===== config.mk =====
export PLATFORM = sky130hd
export DESIGN_NAME = fp32_to_fp16_roundtrip_quantizer_flat
export DESIGN_NICKNAME = d
export VERILOG_FILES = /design/src/design/fp2h_pkg.sv /design/src/design/fp2h_in_if.sv /design/src/design/fp2h_out_if.sv /design/src/design/fp2h_shrink.sv /design/src/design/fp2h_expand.sv /design/src/design/fp32_to_fp16_roundtrip_quantizer.sv /design/src/flat_wrapper.sv
export SDC_FILE = /design/constraint.sdc
export NUM_CORES = 1
export LEC_CHECK = 0
export BUFFER_PORTS_ARGS = -buffer_cell sky130_fd_sc_hd__buf_4
export CAP_MARGIN = 20
export CORE_MARGIN = 3
export CORE_UTILIZATION = 59
export DETAILED_ROUTE_END_ITERATION = 8
export PLACE_DENSITY = 0.86
export SYNTH_ARGS = -nofsm -noshare
export SYNTH_HDL_FRONTEND = slang
export SYNTH_SLANG_ARGS = --single-unit

===== constraint.sdc =====
create_clock -name clk_i -period 6.8 [get_ports clk_i]
set_input_delay 0.68 -clock clk_i [delete_from_list [all_inputs] [get_ports clk_i]]
set_output_delay 0.68 -clock clk_i [all_outputs]
set_load 0.02 [all_outputs]

===== src/design/fp2h_pkg.sv =====
`default_nettype none
// ----------------------------------------------------------------------------
// fp2h_pkg
// Shared types and constants for the single to half to single quantiser.
// ----------------------------------------------------------------------------
package fp2h_pkg;

  // Single-precision field limits
  localparam logic [7:0]  SpExpMax     = 8'hFF;
  localparam logic [22:0] SpMantAllOne = 23'h7FFFFF;

  // Half exponent sits this far below the single exponent
  localparam logic [7:0]  HalfBiasDiff = 8'h70;
  // Largest single exponent that still fits a finite half
  localparam logic [7:0]  SpExpOvf     = 8'h8E;
  // Smallest single exponent that can leave a non-zero half
  localparam logic [7:0]  SpExpUnf     = 8'h66;

  localparam logic [4:0]  HalfExpMax   = 5'h1F;
  localparam logic [9:0]  HalfQuietNan = 10'h200;

  // Single exponent of a half subnormal whose leading one is at bit 0
  localparam logic [7:0]  SubExpBase   = 8'd103;
  // Single exponent of a normal half with exponent zero
  localparam logic [7:0]  NormExpBase  = 8'd112;

  // Fast mode keeps the top bits at and above this position
  localparam int unsigned FastDropBits = 13;

  typedef struct packed {
    logic       sign;
    logic [4:0] exponent;
    logic [9:0] mantissa;
  } half_t;

endpackage : fp2h_pkg
`default_nettype wire


===== src/design/fp2h_in_if.sv =====
`default_nettype none
// ----------------------------------------------------------------------------
// fp2h_in_if
// Input channel: one single-precision word per handshake.
// ----------------------------------------------------------------------------
interface fp2h_in_if;
  logic        valid;
  logic        ready;
  logic [31:0] value_bits;

  modport source (output valid, output value_bits, input ready);
  modport sink   (input valid, input value_bits, output ready);
endinterface : fp2h_in_if
`default_nettype wire


===== src/design/fp2h_out_if.sv =====
`default_nettype none
// ----------------------------------------------------------------------------
// fp2h_out_if
// Output channel: one quantised single-precision word per handshake.
// ----------------------------------------------------------------------------
interface fp2h_out_if;
  logic        valid;
  logic        ready;
  logic [31:0] result_bits;

  modport source (output valid, output result_bits, input ready);
  modport sink   (input valid, input result_bits, output ready);
endinterface : fp2h_out_if
`default_nettype wire


===== src/design/fp2h_shrink.sv =====
`default_nettype none
// ----------------------------------------------------------------------------
// fp2h_shrink
// Single to half conversion: clip, round to nearest even, truncating
// denormalisation.
// ----------------------------------------------------------------------------
module fp2h_shrink
  import fp2h_pkg::*;
(
  input  logic [31:0] value_i,
  output half_t       half_o
);

  logic              sign;
  logic [7:0]        exp_sp;
  logic [22:0]       mant_sp;
  logic              round_up;
  logic [10:0]       mant_rnd;
  logic signed [7:0] exp_unb;
  logic signed [7:0] exp_adj;
  logic signed [7:0] sub_shift;
  logic [10:0]       sub_mant;

  assign sign    = value_i[31];
  assign exp_sp  = value_i[30:23];
  assign mant_sp = value_i[22:0];

  // Round to nearest, ties to even, at bit 13
  assign round_up  = mant_sp[12] && ((mant_sp[11:0] != 12'd0) || mant_sp[13]);
  assign mant_rnd  = {1'b0, mant_sp[22:13]} + {10'd0, round_up};
  assign exp_unb   = $signed(exp_sp - HalfBiasDiff);
  // A mantissa carry leaves the kept bits at zero and bumps the exponent
  assign exp_adj   = exp_unb + $signed({7'd0, mant_rnd[10]});
  assign sub_shift = 8'sd1 - exp_adj;
  assign sub_mant  = {1'b1, mant_rnd[9:0]} >> sub_shift[3:0];

  always_comb begin
    half_o = '{sign: sign, exponent: 5'd0, mantissa: 10'd0};
    if (exp_sp == SpExpMax) begin
      half_o.exponent = HalfExpMax;
      half_o.mantissa = (mant_sp != 23'd0) ? HalfQuietNan : 10'd0;
    end else if (exp_sp > SpExpOvf) begin
      half_o.exponent = HalfExpMax;
    end else if (exp_sp < SpExpUnf) begin
      // signed zero, already set
    end else if (exp_adj >= $signed({3'd0, HalfExpMax})) begin
      half_o.exponent = HalfExpMax;
    end else if (exp_adj <= 8'sd0) begin
      half_o.mantissa = sub_mant[9:0];
    end else begin
      half_o.exponent = exp_adj[4:0];
      half_o.mantissa = mant_rnd[9:0];
    end
  end

endmodule : fp2h_shrink
`default_nettype wire


===== src/design/fp2h_expand.sv =====
`default_nettype none
// ----------------------------------------------------------------------------
// fp2h_expand
// Exact half to single expansion with subnormal renormalisation; a NaN comes out with an all-ones mantissa.
// ----------------------------------------------------------------------------
module fp2h_expand
  import fp2h_pkg::*;
(
  input  half_t       half_i,
  output logic [31:0] value_o
);

  logic [3:0]  lead_pos;
  logic [10:0] norm_mant;

  // Position of the leading one of a subnormal mantissa
  always_comb begin
    lead_pos = 4'd0;
    for (int i = 0; i < 10; i++) begin
      if (half_i.mantissa[i]) begin
        lead_pos = 4'(i);
      end
    end
  end

  assign norm_mant = {1'b0, half_i.mantissa} << (4'd10 - lead_pos);

  always_comb begin
    value_o = {half_i.sign, 31'd0};
    if (half_i.exponent == 5'd0) begin
      if (half_i.mantissa != 10'd0) begin
        value_o[30:23] = SubExpBase + {4'd0, lead_pos};
        value_o[22:0]  = {norm_mant[9:0], 13'd0};
      end
    end else if (half_i.exponent == HalfExpMax) begin
      value_o[30:23] = SpExpMax;
      value_o[22:0]  = (half_i.mantissa != 10'd0) ? SpMantAllOne : 23'd0;
    end else begin
      value_o[30:23] = NormExpBase + {3'd0, half_i.exponent};
      value_o[22:0]  = {half_i.mantissa, 13'd0};
    end
  end

endmodule : fp2h_expand
`default_nettype wire


===== src/design/fp32_to_fp16_roundtrip_quantizer.sv =====
`default_nettype none
// ----------------------------------------------------------------------------
// fp32_to_fp16_roundtrip_quantizer
// Rounds single-precision words to half precision, or in fast mode at bit 13.
// ----------------------------------------------------------------------------
// Each accepted word comes out as the single-precision pattern of its half-
// precision value, one result per word, in order. The block takes one word
// per cycle while the output is taken. An accepted word sits in the input
// register and is then loaded into the result register, from which it can
// be taken at the output. While the output is not taken the result register
// holds and the input register still fills behind it, so at most two words
// wait inside. fast_mode selects plain add-half-and-mask rounding at bit 13
// instead of the full clipping conversion; write it only while no word is
// in flight.
module fp32_to_fp16_roundtrip_quantizer
  import fp2h_pkg::*;
(
  input  logic       clk_i,
  input  logic       rst_ni,
  input  logic       cfg_we_i,
  input  logic       cfg_wdata_i,
  fp2h_in_if.sink    in_i,
  fp2h_out_if.source out_o
);

  logic        fast_mode_q;
  logic        s1_valid_q;
  logic        s1_fast_q;
  logic [31:0] s1_value_q;
  logic        s2_valid_q;
  logic [31:0] s2_result_q;

  logic        s2_load;
  logic        s1_load;
  half_t       half;
  logic [31:0] full_result;
  logic [18:0] fast_top;
  logic [31:0] result_d;

  assign s2_load    = !s2_valid_q || out_o.ready;
  assign s1_load    = !s1_valid_q || s2_load;
  assign in_i.ready = s1_load;

  always_ff @(posedge clk_i or negedge rst_ni) begin
    if (!rst_ni) begin
      fast_mode_q <= 1'b0;
    end else if (cfg_we_i) begin
      fast_mode_q <= cfg_wdata_i;
    end
  end

  // Input register
  always_ff @(posedge clk_i or negedge rst_ni) begin
    if (!rst_ni) begin
      s1_valid_q <= 1'b0;
    end else if (s1_load) begin
      s1_valid_q <= in_i.valid;
    end
  end

  always_ff @(posedge clk_i) begin
    if (s1_load && in_i.valid) begin
      s1_value_q <= in_i.value_bits;
      s1_fast_q  <= fast_mode_q;
    end
  end

  fp2h_shrink u_shrink (
    .value_i (s1_value_q),
    .half_o  (half)
  );

  fp2h_expand u_expand (
    .half_i  (half),
    .value_o (full_result)
  );

  // Add half an LSB at bit 12 and drop the low bits; the carry wraps
  assign fast_top = s1_value_q[31:FastDropBits] + {18'd0, s1_value_q[FastDropBits-1]};
  assign result_d = s1_fast_q ? {fast_top, {FastDropBits{1'b0}}} : full_result;

  // Result register
  always_ff @(posedge clk_i or negedge rst_ni) begin
    if (!rst_ni) begin
      s2_valid_q <= 1'b0;
    end else if (s2_load) begin
      s2_valid_q <= s1_valid_q;
    end
  end

  always_ff @(posedge clk_i) begin
    if (s2_load && s1_valid_q) begin
      s2_result_q <= result_d;
    end
  end

  assign out_o.valid       = s2_valid_q;
  assign out_o.result_bits = s2_result_q;

endmodule : fp32_to_fp16_roundtrip_quantizer
`default_nettype wire

===== src/flat_wrapper.sv =====
// flat-port wrapper written by rule: the top's interface ports become plain ports
module fp32_to_fp16_roundtrip_quantizer_flat import fp2h_pkg::*;
  (clk_i, rst_ni, cfg_we_i, cfg_wdata_i, in_i_valid, in_i_value_bits, in_i_ready, out_o_valid, out_o_result_bits, out_o_ready);
  fp2h_in_if in_i_i ();
  fp2h_out_if out_o_i ();
  input  logic clk_i;
  input  logic rst_ni;
  input  logic cfg_we_i;
  input  logic cfg_wdata_i;
  input wire logic [$bits(in_i_i.valid)-1:0] in_i_valid;
  input wire logic [$bits(in_i_i.value_bits)-1:0] in_i_value_bits;
  output wire logic [$bits(in_i_i.ready)-1:0] in_i_ready;
  output wire logic [$bits(out_o_i.valid)-1:0] out_o_valid;
  output wire logic [$bits(out_o_i.result_bits)-1:0] out_o_result_bits;
  input wire logic [$bits(out_o_i.ready)-1:0] out_o_ready;
  assign in_i_i.valid = in_i_valid;
  assign in_i_i.value_bits = in_i_value_bits;
  assign in_i_ready = in_i_i.ready;
  assign out_o_valid = out_o_i.valid;
  assign out_o_result_bits = out_o_i.result_bits;
  assign out_o_i.ready = out_o_ready;
  fp32_to_fp16_roundtrip_quantizer u_core (.clk_i(clk_i), .rst_ni(rst_ni), .cfg_we_i(cfg_we_i), .cfg_wdata_i(cfg_wdata_i), .in_i(in_i_i), .out_o(out_o_i));
endmodule

# == After elaboration in Yosys (flattened, before gate mapping) ==
# Cells that the tools add are included.
# op_classes
order_cmp,4
mux,23
shifts,2
reduce_logical,12
eq_ne,2
n_addsub,8
# op_table
op,n
31-bit two-way mux,3
10-bit two-way mux,4
32-bit two-way mux,1
4-bit two-way mux,8
15-bit two-way mux,2
23-bit two-way mux,1
23-bit nonzero test,1
19-bit by 1-bit adder with 19-bit output,1
5-bit two-way mux,3
12-bit nonzero test,1
10-bit by 1-bit adder with 11-bit output,1
11-bit by 4-bit right shift with 10-bit output,1
10-bit nonzero test,1
10-bit by 4-bit left shift with 10-bit output,1
7-bit by 4-bit adder with 8-bit output (first input constant),1
7-bit by 5-bit adder with 8-bit output (first input constant),1
8-bit by 2-bit adder with 8-bit output,1
8-bit == test (second input constant),1
8-bit by 6-bit >= comparator with 1-bit output (second input constant),1
8-bit > comparator (second input constant),1
8-bit by 1-bit <= comparator with 1-bit output (second input constant),1
8-bit by 7-bit < comparator with 1-bit output (second input constant),1
8-bit by 7-bit subtractor with 8-bit output (second input constant),1
5-bit == test (second input constant),1
other kinds (7),12
# totals
output_inout_bits,34
elab_cells,58
ff_bits,68

# == Logic depth before layout (Yosys ltp) ==
# logic_depth
ltp_word,26
depth_mapped,26
depth_no_buf,23

# == Cells and area by module ==
# From an unflattened synthesis, not the netlist that was laid out.
# hier_totals
cells_unflattened,554
area_unflattened_um2,5175.0
# modules_own_cells
module,area_per_inst_um2,instances,cells_per_inst,seq_area_each_um2
fp32_to_fp16_roundtrip_quantizer,2707.6,1,181,2026.9
fp2h_shrink,1530.2,1,222,0.0
fp2h_expand,937.1,1,151,0.0

# == Least setup slack after synthesis ==
# OpenSTA, ideal clock, no wires.
# synth_path
path_kind,register to register
start,reg u_core.s1_value_q[13]
end,"reg u_core.s2_result_q[18] (netlist: u_core.out_o.result_bits[18]), data pin"
path_buffers,3
arrival_ps,5786
slack_ps,856
synth_period_minus_slack_ps,5944
path_stages_with_launch,24
cell_sequence,edfxtp_1 -> ha_1 -> ha_1 -> buf_2 -> nand4_1 -> nor2_1 -> ha_1 -> ha_1 -> inv_1 -> clkbuf_1 -> ha_1 -> xnor3_1 -> and3_1 -> a32o_1 -> o311ai_0 -> a32o_1 -> nand2_1 -> ha_1 -> inv_1 -> clkbuf_1 -> nor2_1 -> a221o_1 -> or4_1 -> o211ai_1
# synth_via
elab_chain_cells,25
elab_cells_between_ends,38
# synth_lines
element,line,text
from (decl),fp32_to_fp16_roundtrip_quantizer.sv:29,logic [31:0] s1_value_q;
from (signal assigned),fp32_to_fp16_roundtrip_quantizer.sv:63,s1_value_q <= in_i.value_bits;
1-bit logical OR,fp2h_shrink.sv:29,assign round_up = mant_sp[12] && ((mant_sp[11:0] != 12'd0) || mant_sp[13]);
1-bit logical AND,fp2h_shrink.sv:29,
10-bit by 1-bit adder with 11-bit output,fp2h_shrink.sv:30,"assign mant_rnd = {1'b0, mant_sp[22:13]} + {10'd0, round_up};"
8-bit by 2-bit adder with 8-bit output,fp2h_shrink.sv:33,"assign exp_adj = exp_unb + $signed({7'd0, mant_rnd[10]});"
2-bit by 4-bit subtractor with 4-bit output,fp2h_shrink.sv:34,assign sub_shift = 8'sd1 - exp_adj;
11-bit by 4-bit right shift with 10-bit output,fp2h_shrink.sv:35,"assign sub_mant = {1'b1, mant_rnd[9:0]} >> sub_shift[3:0];"
10-bit two-way mux,fp2h_shrink.sv:48,end else if (exp_adj <= 8'sd0) begin
10-bit two-way mux,fp2h_shrink.sv:46,"end else if (exp_adj >= $signed({3'd0, HalfExpMax})) begin"
(+3 left out),n/a,
1-bit two-way mux,fp2h_expand.sv:20,if (half_i.mantissa[i]) begin
4-bit two-way mux (8 in a row),fp2h_expand.sv:20,
4-bit subtractor,fp2h_expand.sv:26,"assign norm_mant = {1'b0, half_i.mantissa} << (4'd10 - lead_pos);"
10-bit by 4-bit left shift with 10-bit output,fp2h_expand.sv:26,
31-bit two-way mux,fp2h_expand.sv:31,if (half_i.mantissa != 10'd0) begin
31-bit two-way mux,fp2h_expand.sv:30,if (half_i.exponent == 5'd0) begin
32-bit two-way mux *,fp32_to_fp16_roundtrip_quantizer.sv:80,"assign result_d = s1_fast_q ? {fast_top, {FastDropBits{1'b0}}} : full_result;"
net u_core.result_d[18],fp32_to_fp16_roundtrip_quantizer.sv:38,logic [31:0] result_d;
to (signal assigned),fp32_to_fp16_roundtrip_quantizer.sv:93,s2_result_q <= result_d;
to (decl),fp32_to_fp16_roundtrip_quantizer.sv:31,logic [31:0] s2_result_q;
# The timed path passes the listed nets; every way through them passes the cells marked *.
# A chain may end at the register's enable or synchronous reset.

# == Worst setup path after layout ==
# Same ends and word-level chain as after synthesis.

==> flow_metrics.env <==
export IMPL_grt_pass1_wl_um=21500
export IMPL_avgRoutedWirePerCell_um=20.4
export IMPL_fp_coreArea_sq_um=7850
export IMPL_internal_power_w=0.000638
export IMPL_async_flop_share_pct=5.36
export IMPL_cp_arrival_ns=6.48
export IMPL_ys_flop_type="edfxtp_1"
export IMPL_ant_nets=0
export IMPL_path_clk_slew_ns=0.13
export IMPL_synthDistinctLibCells=82
export IMPL_die_area_sq_um=9300
export IMPL_period_share_pct=92.7
export IMPL_avgSynthCellArea_sq_um=9.22
export IMPL_synth_top_area_share_pct=33.0
export IMPL_grt_max_degree=34
export IMPL_p_total_w=0.00101
export IMPL_yosysSeqAreaShare_pct=34.5
export IMPL_clock_sinks=56
export IMPL_p_comb_share_pct=35.6
export IMPL_rsz0062_at_grt="false"
export IMPL_tns_ns=0
export IMPL_port_buffers=71
export IMPL_power_leakage_nw=2.00
export IMPL_start_util_pct=61.5
export IMPL_post_cts_buffers=0
export IMPL_track_usage_pct=30.1
export IMPL_yosys_area_top_type="edfxtp_1"
export IMPL_grt_pass1_vias=4136
export IMPL_required_ns=6.98
export IMPL_swShare_pct=37.0
export IMPL_drc_errors=0
export IMPL_status="completed"
export IMPL_worst_pin_slew_ns=1.04
export IMPL_syn_to_final_growth_pct=12.7
export IMPL_power_frac_seq_pct=43.6
export IMPL_setup_viol=0
export IMPL_syn_area_sq_um=4820
export IMPL_cts_max_level=2
export IMPL_synth_edff_count=53
export IMPL_antenna_cells=0
export IMPL_crit_type="reg -> reg"
export IMPL_start_kind="flop"
export IMPL_yosysWarnings=0
export IMPL_finalMaxSlewViolations=0
export IMPL_die_h_um=96.4
export IMPL_viasPerCell=6.81
export IMPL_crit_slowest_cell="or4_1"
export IMPL_cellPowerDensity_nw_per_um2=186
export IMPL_ir_drop_uv=108
export IMPL_cts_root_buf="clkbuf_8"
export IMPL_cpPeakStageDelay_ns=0.47
export IMPL_dp_hpwl_um=10300
export IMPL_yosys_top_cells_area="edfxtp_1 (33%), nand2_1 (3.0%), nor2_1 (3.0%)"
export IMPL_cp_max_fo=11
export IMPL_syn_nets=570
export IMPL_syn_inst=523
export IMPL_place_gp_congestion=0.985
export IMPL_gr_total_overflow=0
export IMPL_clock_path_buffers=2
export IMPL_drive_gt1_share_pct=22.9
export IMPL_ys_ff_latch=56
export IMPL_clock_latency_ns=0.34
export IMPL_ff_latch_area_sq_um=1670
export IMPL_drt_first_iter_violations=547
export IMPL_nNetsFinal=613
export IMPL_drtPass1Iterations=8
export IMPL_ios=72
export IMPL_fmax_ghz=0.159
export IMPL_hp_class="in -> async"
export IMPL_end_kind="flop"
export IMPL_final_cell_mix="buf_4 (85), edfxtp_1 (53), nand2_1 (39)"
export IMPL_rows=32
export IMPL_dp_slack_ns=0.411
export IMPL_setup_ws_ns=0.499
export IMPL_hold_viol=0
export IMPL_antenna_found_initial=0
export IMPL_fin_skew_ns=0.0226
export IMPL_path_cells="ha_2 -> ha_2 -> nand4_1 -> nor2_1 -> ha_1 -> ha_1 -> xnor2_1 -> ha_1 -> xnor3_1 -> and2_1 -> and2_1 -> a211o_1 -> nand2_1 -> o221ai_4 -> o21a_2 -> ha_1 -> clkinvlp_4 -> o21ai_0 -> o32ai_1 -> a221o_1 -> or4_1 -> o211ai_1"
export IMPL_switchingPower_w=0.000375
export IMPL_cap_viol_max_count=0
export IMPL_die_w_um=96.4
export IMPL_multi_input_area_sq_um=2850
export IMPL_cts_tree="built"
export IMPL_cts_buffers=5
export IMPL_min_period_ns=6.30
export IMPL_routed_wl_um=13600
export IMPL_final_common_cell="buf_4"
export IMPL_relSlewSlack_pct=30.3
export IMPL_clkPwrFrac_pct=20.8
export IMPL_num_vias=4553
export IMPL_cp_common_cell="ha_1"
export IMPL_fill_cells=622
[cells in the mapped netlist, drive strengths merged, types with 5 or more instances]
master / count
or3: 8
nor2: 39
o21ai: 21
nor4: 11
a211o: 6
clkbuf: 19
nand3b: 5
a221oi: 11
a21oi: 14
ha: 9
xor2: 9
inv: 14
xnor2: 15
mux2: 6
o22ai: 7
nand3: 26
buf: 30
a22oi: 5
a211oi: 11
nand2b: 6
and4: 5
and3: 10
and2: 14
o21a: 5
edfxtp: 53
o211ai: 11
o31ai: 7
mux2i: 7
a311oi: 8
nand4: 7
nor3: 15
nand2: 40
a31oi: 7
[routing by layer]
| metal | global-route usage, % | vias up | part of all wire [%] |
|---|---|---|---|
| li1 | - | 2129 | - |
| met1 | 38.6 | 2077 | 39 |
| met2 | 51.8 | 301 | 48 |
| met3 | 5.65 | 46 | 9.8 |
| met4 | 8.88 | 0 | 3.0 |
| met5 | 0 | - | 0 |
[flip-flops by register name, summed over array words and instances, names as in the netlist]
name,flops
u_core.out_o.valid,1
u_core.s1_fast_q,1
u_core.s1_value_q,32
u_core.fast_mode_q,1
u_core.s1_valid_q,1
u_core.out_o.result_bits,20
[worst paths after layout]
kind,from,slack (ns),cells past startpoint,to
worst max-delay path,u_core.s1_value_q[13],0.50,22,u_core.out_o.result_bits[18]
worst min-delay path,rst_ni,0.10,1,u_core.s1_valid_q
worst max register to register,u_core.s1_value_q[13],0.50,22,u_core.out_o.result_bits[18]
worst min register to register,u_core.fast_mode_q,0.47,0,u_core.s1_fast_q
max in group asynchronous,rst_ni,6.60,1,u_core.fast_mode_q
min in group clk_i,u_core.fast_mode_q,0.47,0,u_core.s1_fast_q
[logic make-up after synthesis]
kind of cell / after synthesis / synth area share (%)
mux: 14 / 3.32
xor+xnor: 26 / 5.68
flops: 56 / 34.5
simple gates: 204 / 22.8
fa+ha+maj: 9 / 2.33
buf+inv: 64 / 6.64
compound gates: 150 / 24.7
[what timing repair did]
action | in CTS | in global routing
endpoints found under the setup margin | 0 | 5
resized for setup | 0 | 4
hold buffers | 0 | 0
endpoints found under the hold margin | 0 | 0
[power groups by stage]
stage                     clock [W]  combinational, W  sequential, W
final                      0.000211          0.000360       0.000441
after detailed placement          0          0.000350       0.000449
after global placement            0          0.000351       0.000447
after CTS                  0.000214          0.000351       0.000441
after global routing       0.000223          0.000388       0.000446
after floorplan                   0          0.000243       0.000449
[worst max-delay path, delay by kind of cell, from the launching register on]
| kind | cells | cell delay [ns] |
|---|---|---|
| AO/OA/AOI/OAI | 7 | 1.50 |
| XOR/XNOR | 2 | 0.67 |
| adder cells (fa/ha/maj) | 6 | 1.85 |
| buffers and inverters | 1 | 0.23 |
| flip-flops | 1 | 0.42 |
| AND/OR/NAND/NOR | 6 | 1.49 |
[cell type report]
type / count / area share [%]
multi-input cells: 403 / 52.3
flip-flops and latches: 56 / 30.7
repair buffers: 85 / 11.7
well taps: 102 / 2.35
clock buffers: 5 / 1.27
inverters: 15 / 1.10
clock inverters: 3 / 0.529
[metrics by stage]
step | util [%] | cells | hold WS (ns) | cell area, sq um
2_1_floorplan | - | 523 | 0.384 | 4820
3_3_place_gp | 67.9 | 661 | 0.430 | 5330
3_5_place_dp | 67.9 | 661 | 0.439 | 5330
4_1_cts | 69.1 | 669 | 0.100 | 5420
5_1_grt | 69.3 | 669 | 0.0994 | 5440
6_report | 69.3 | 669 | 0.103 | 5440
Power figures use the tool's default switching activity.
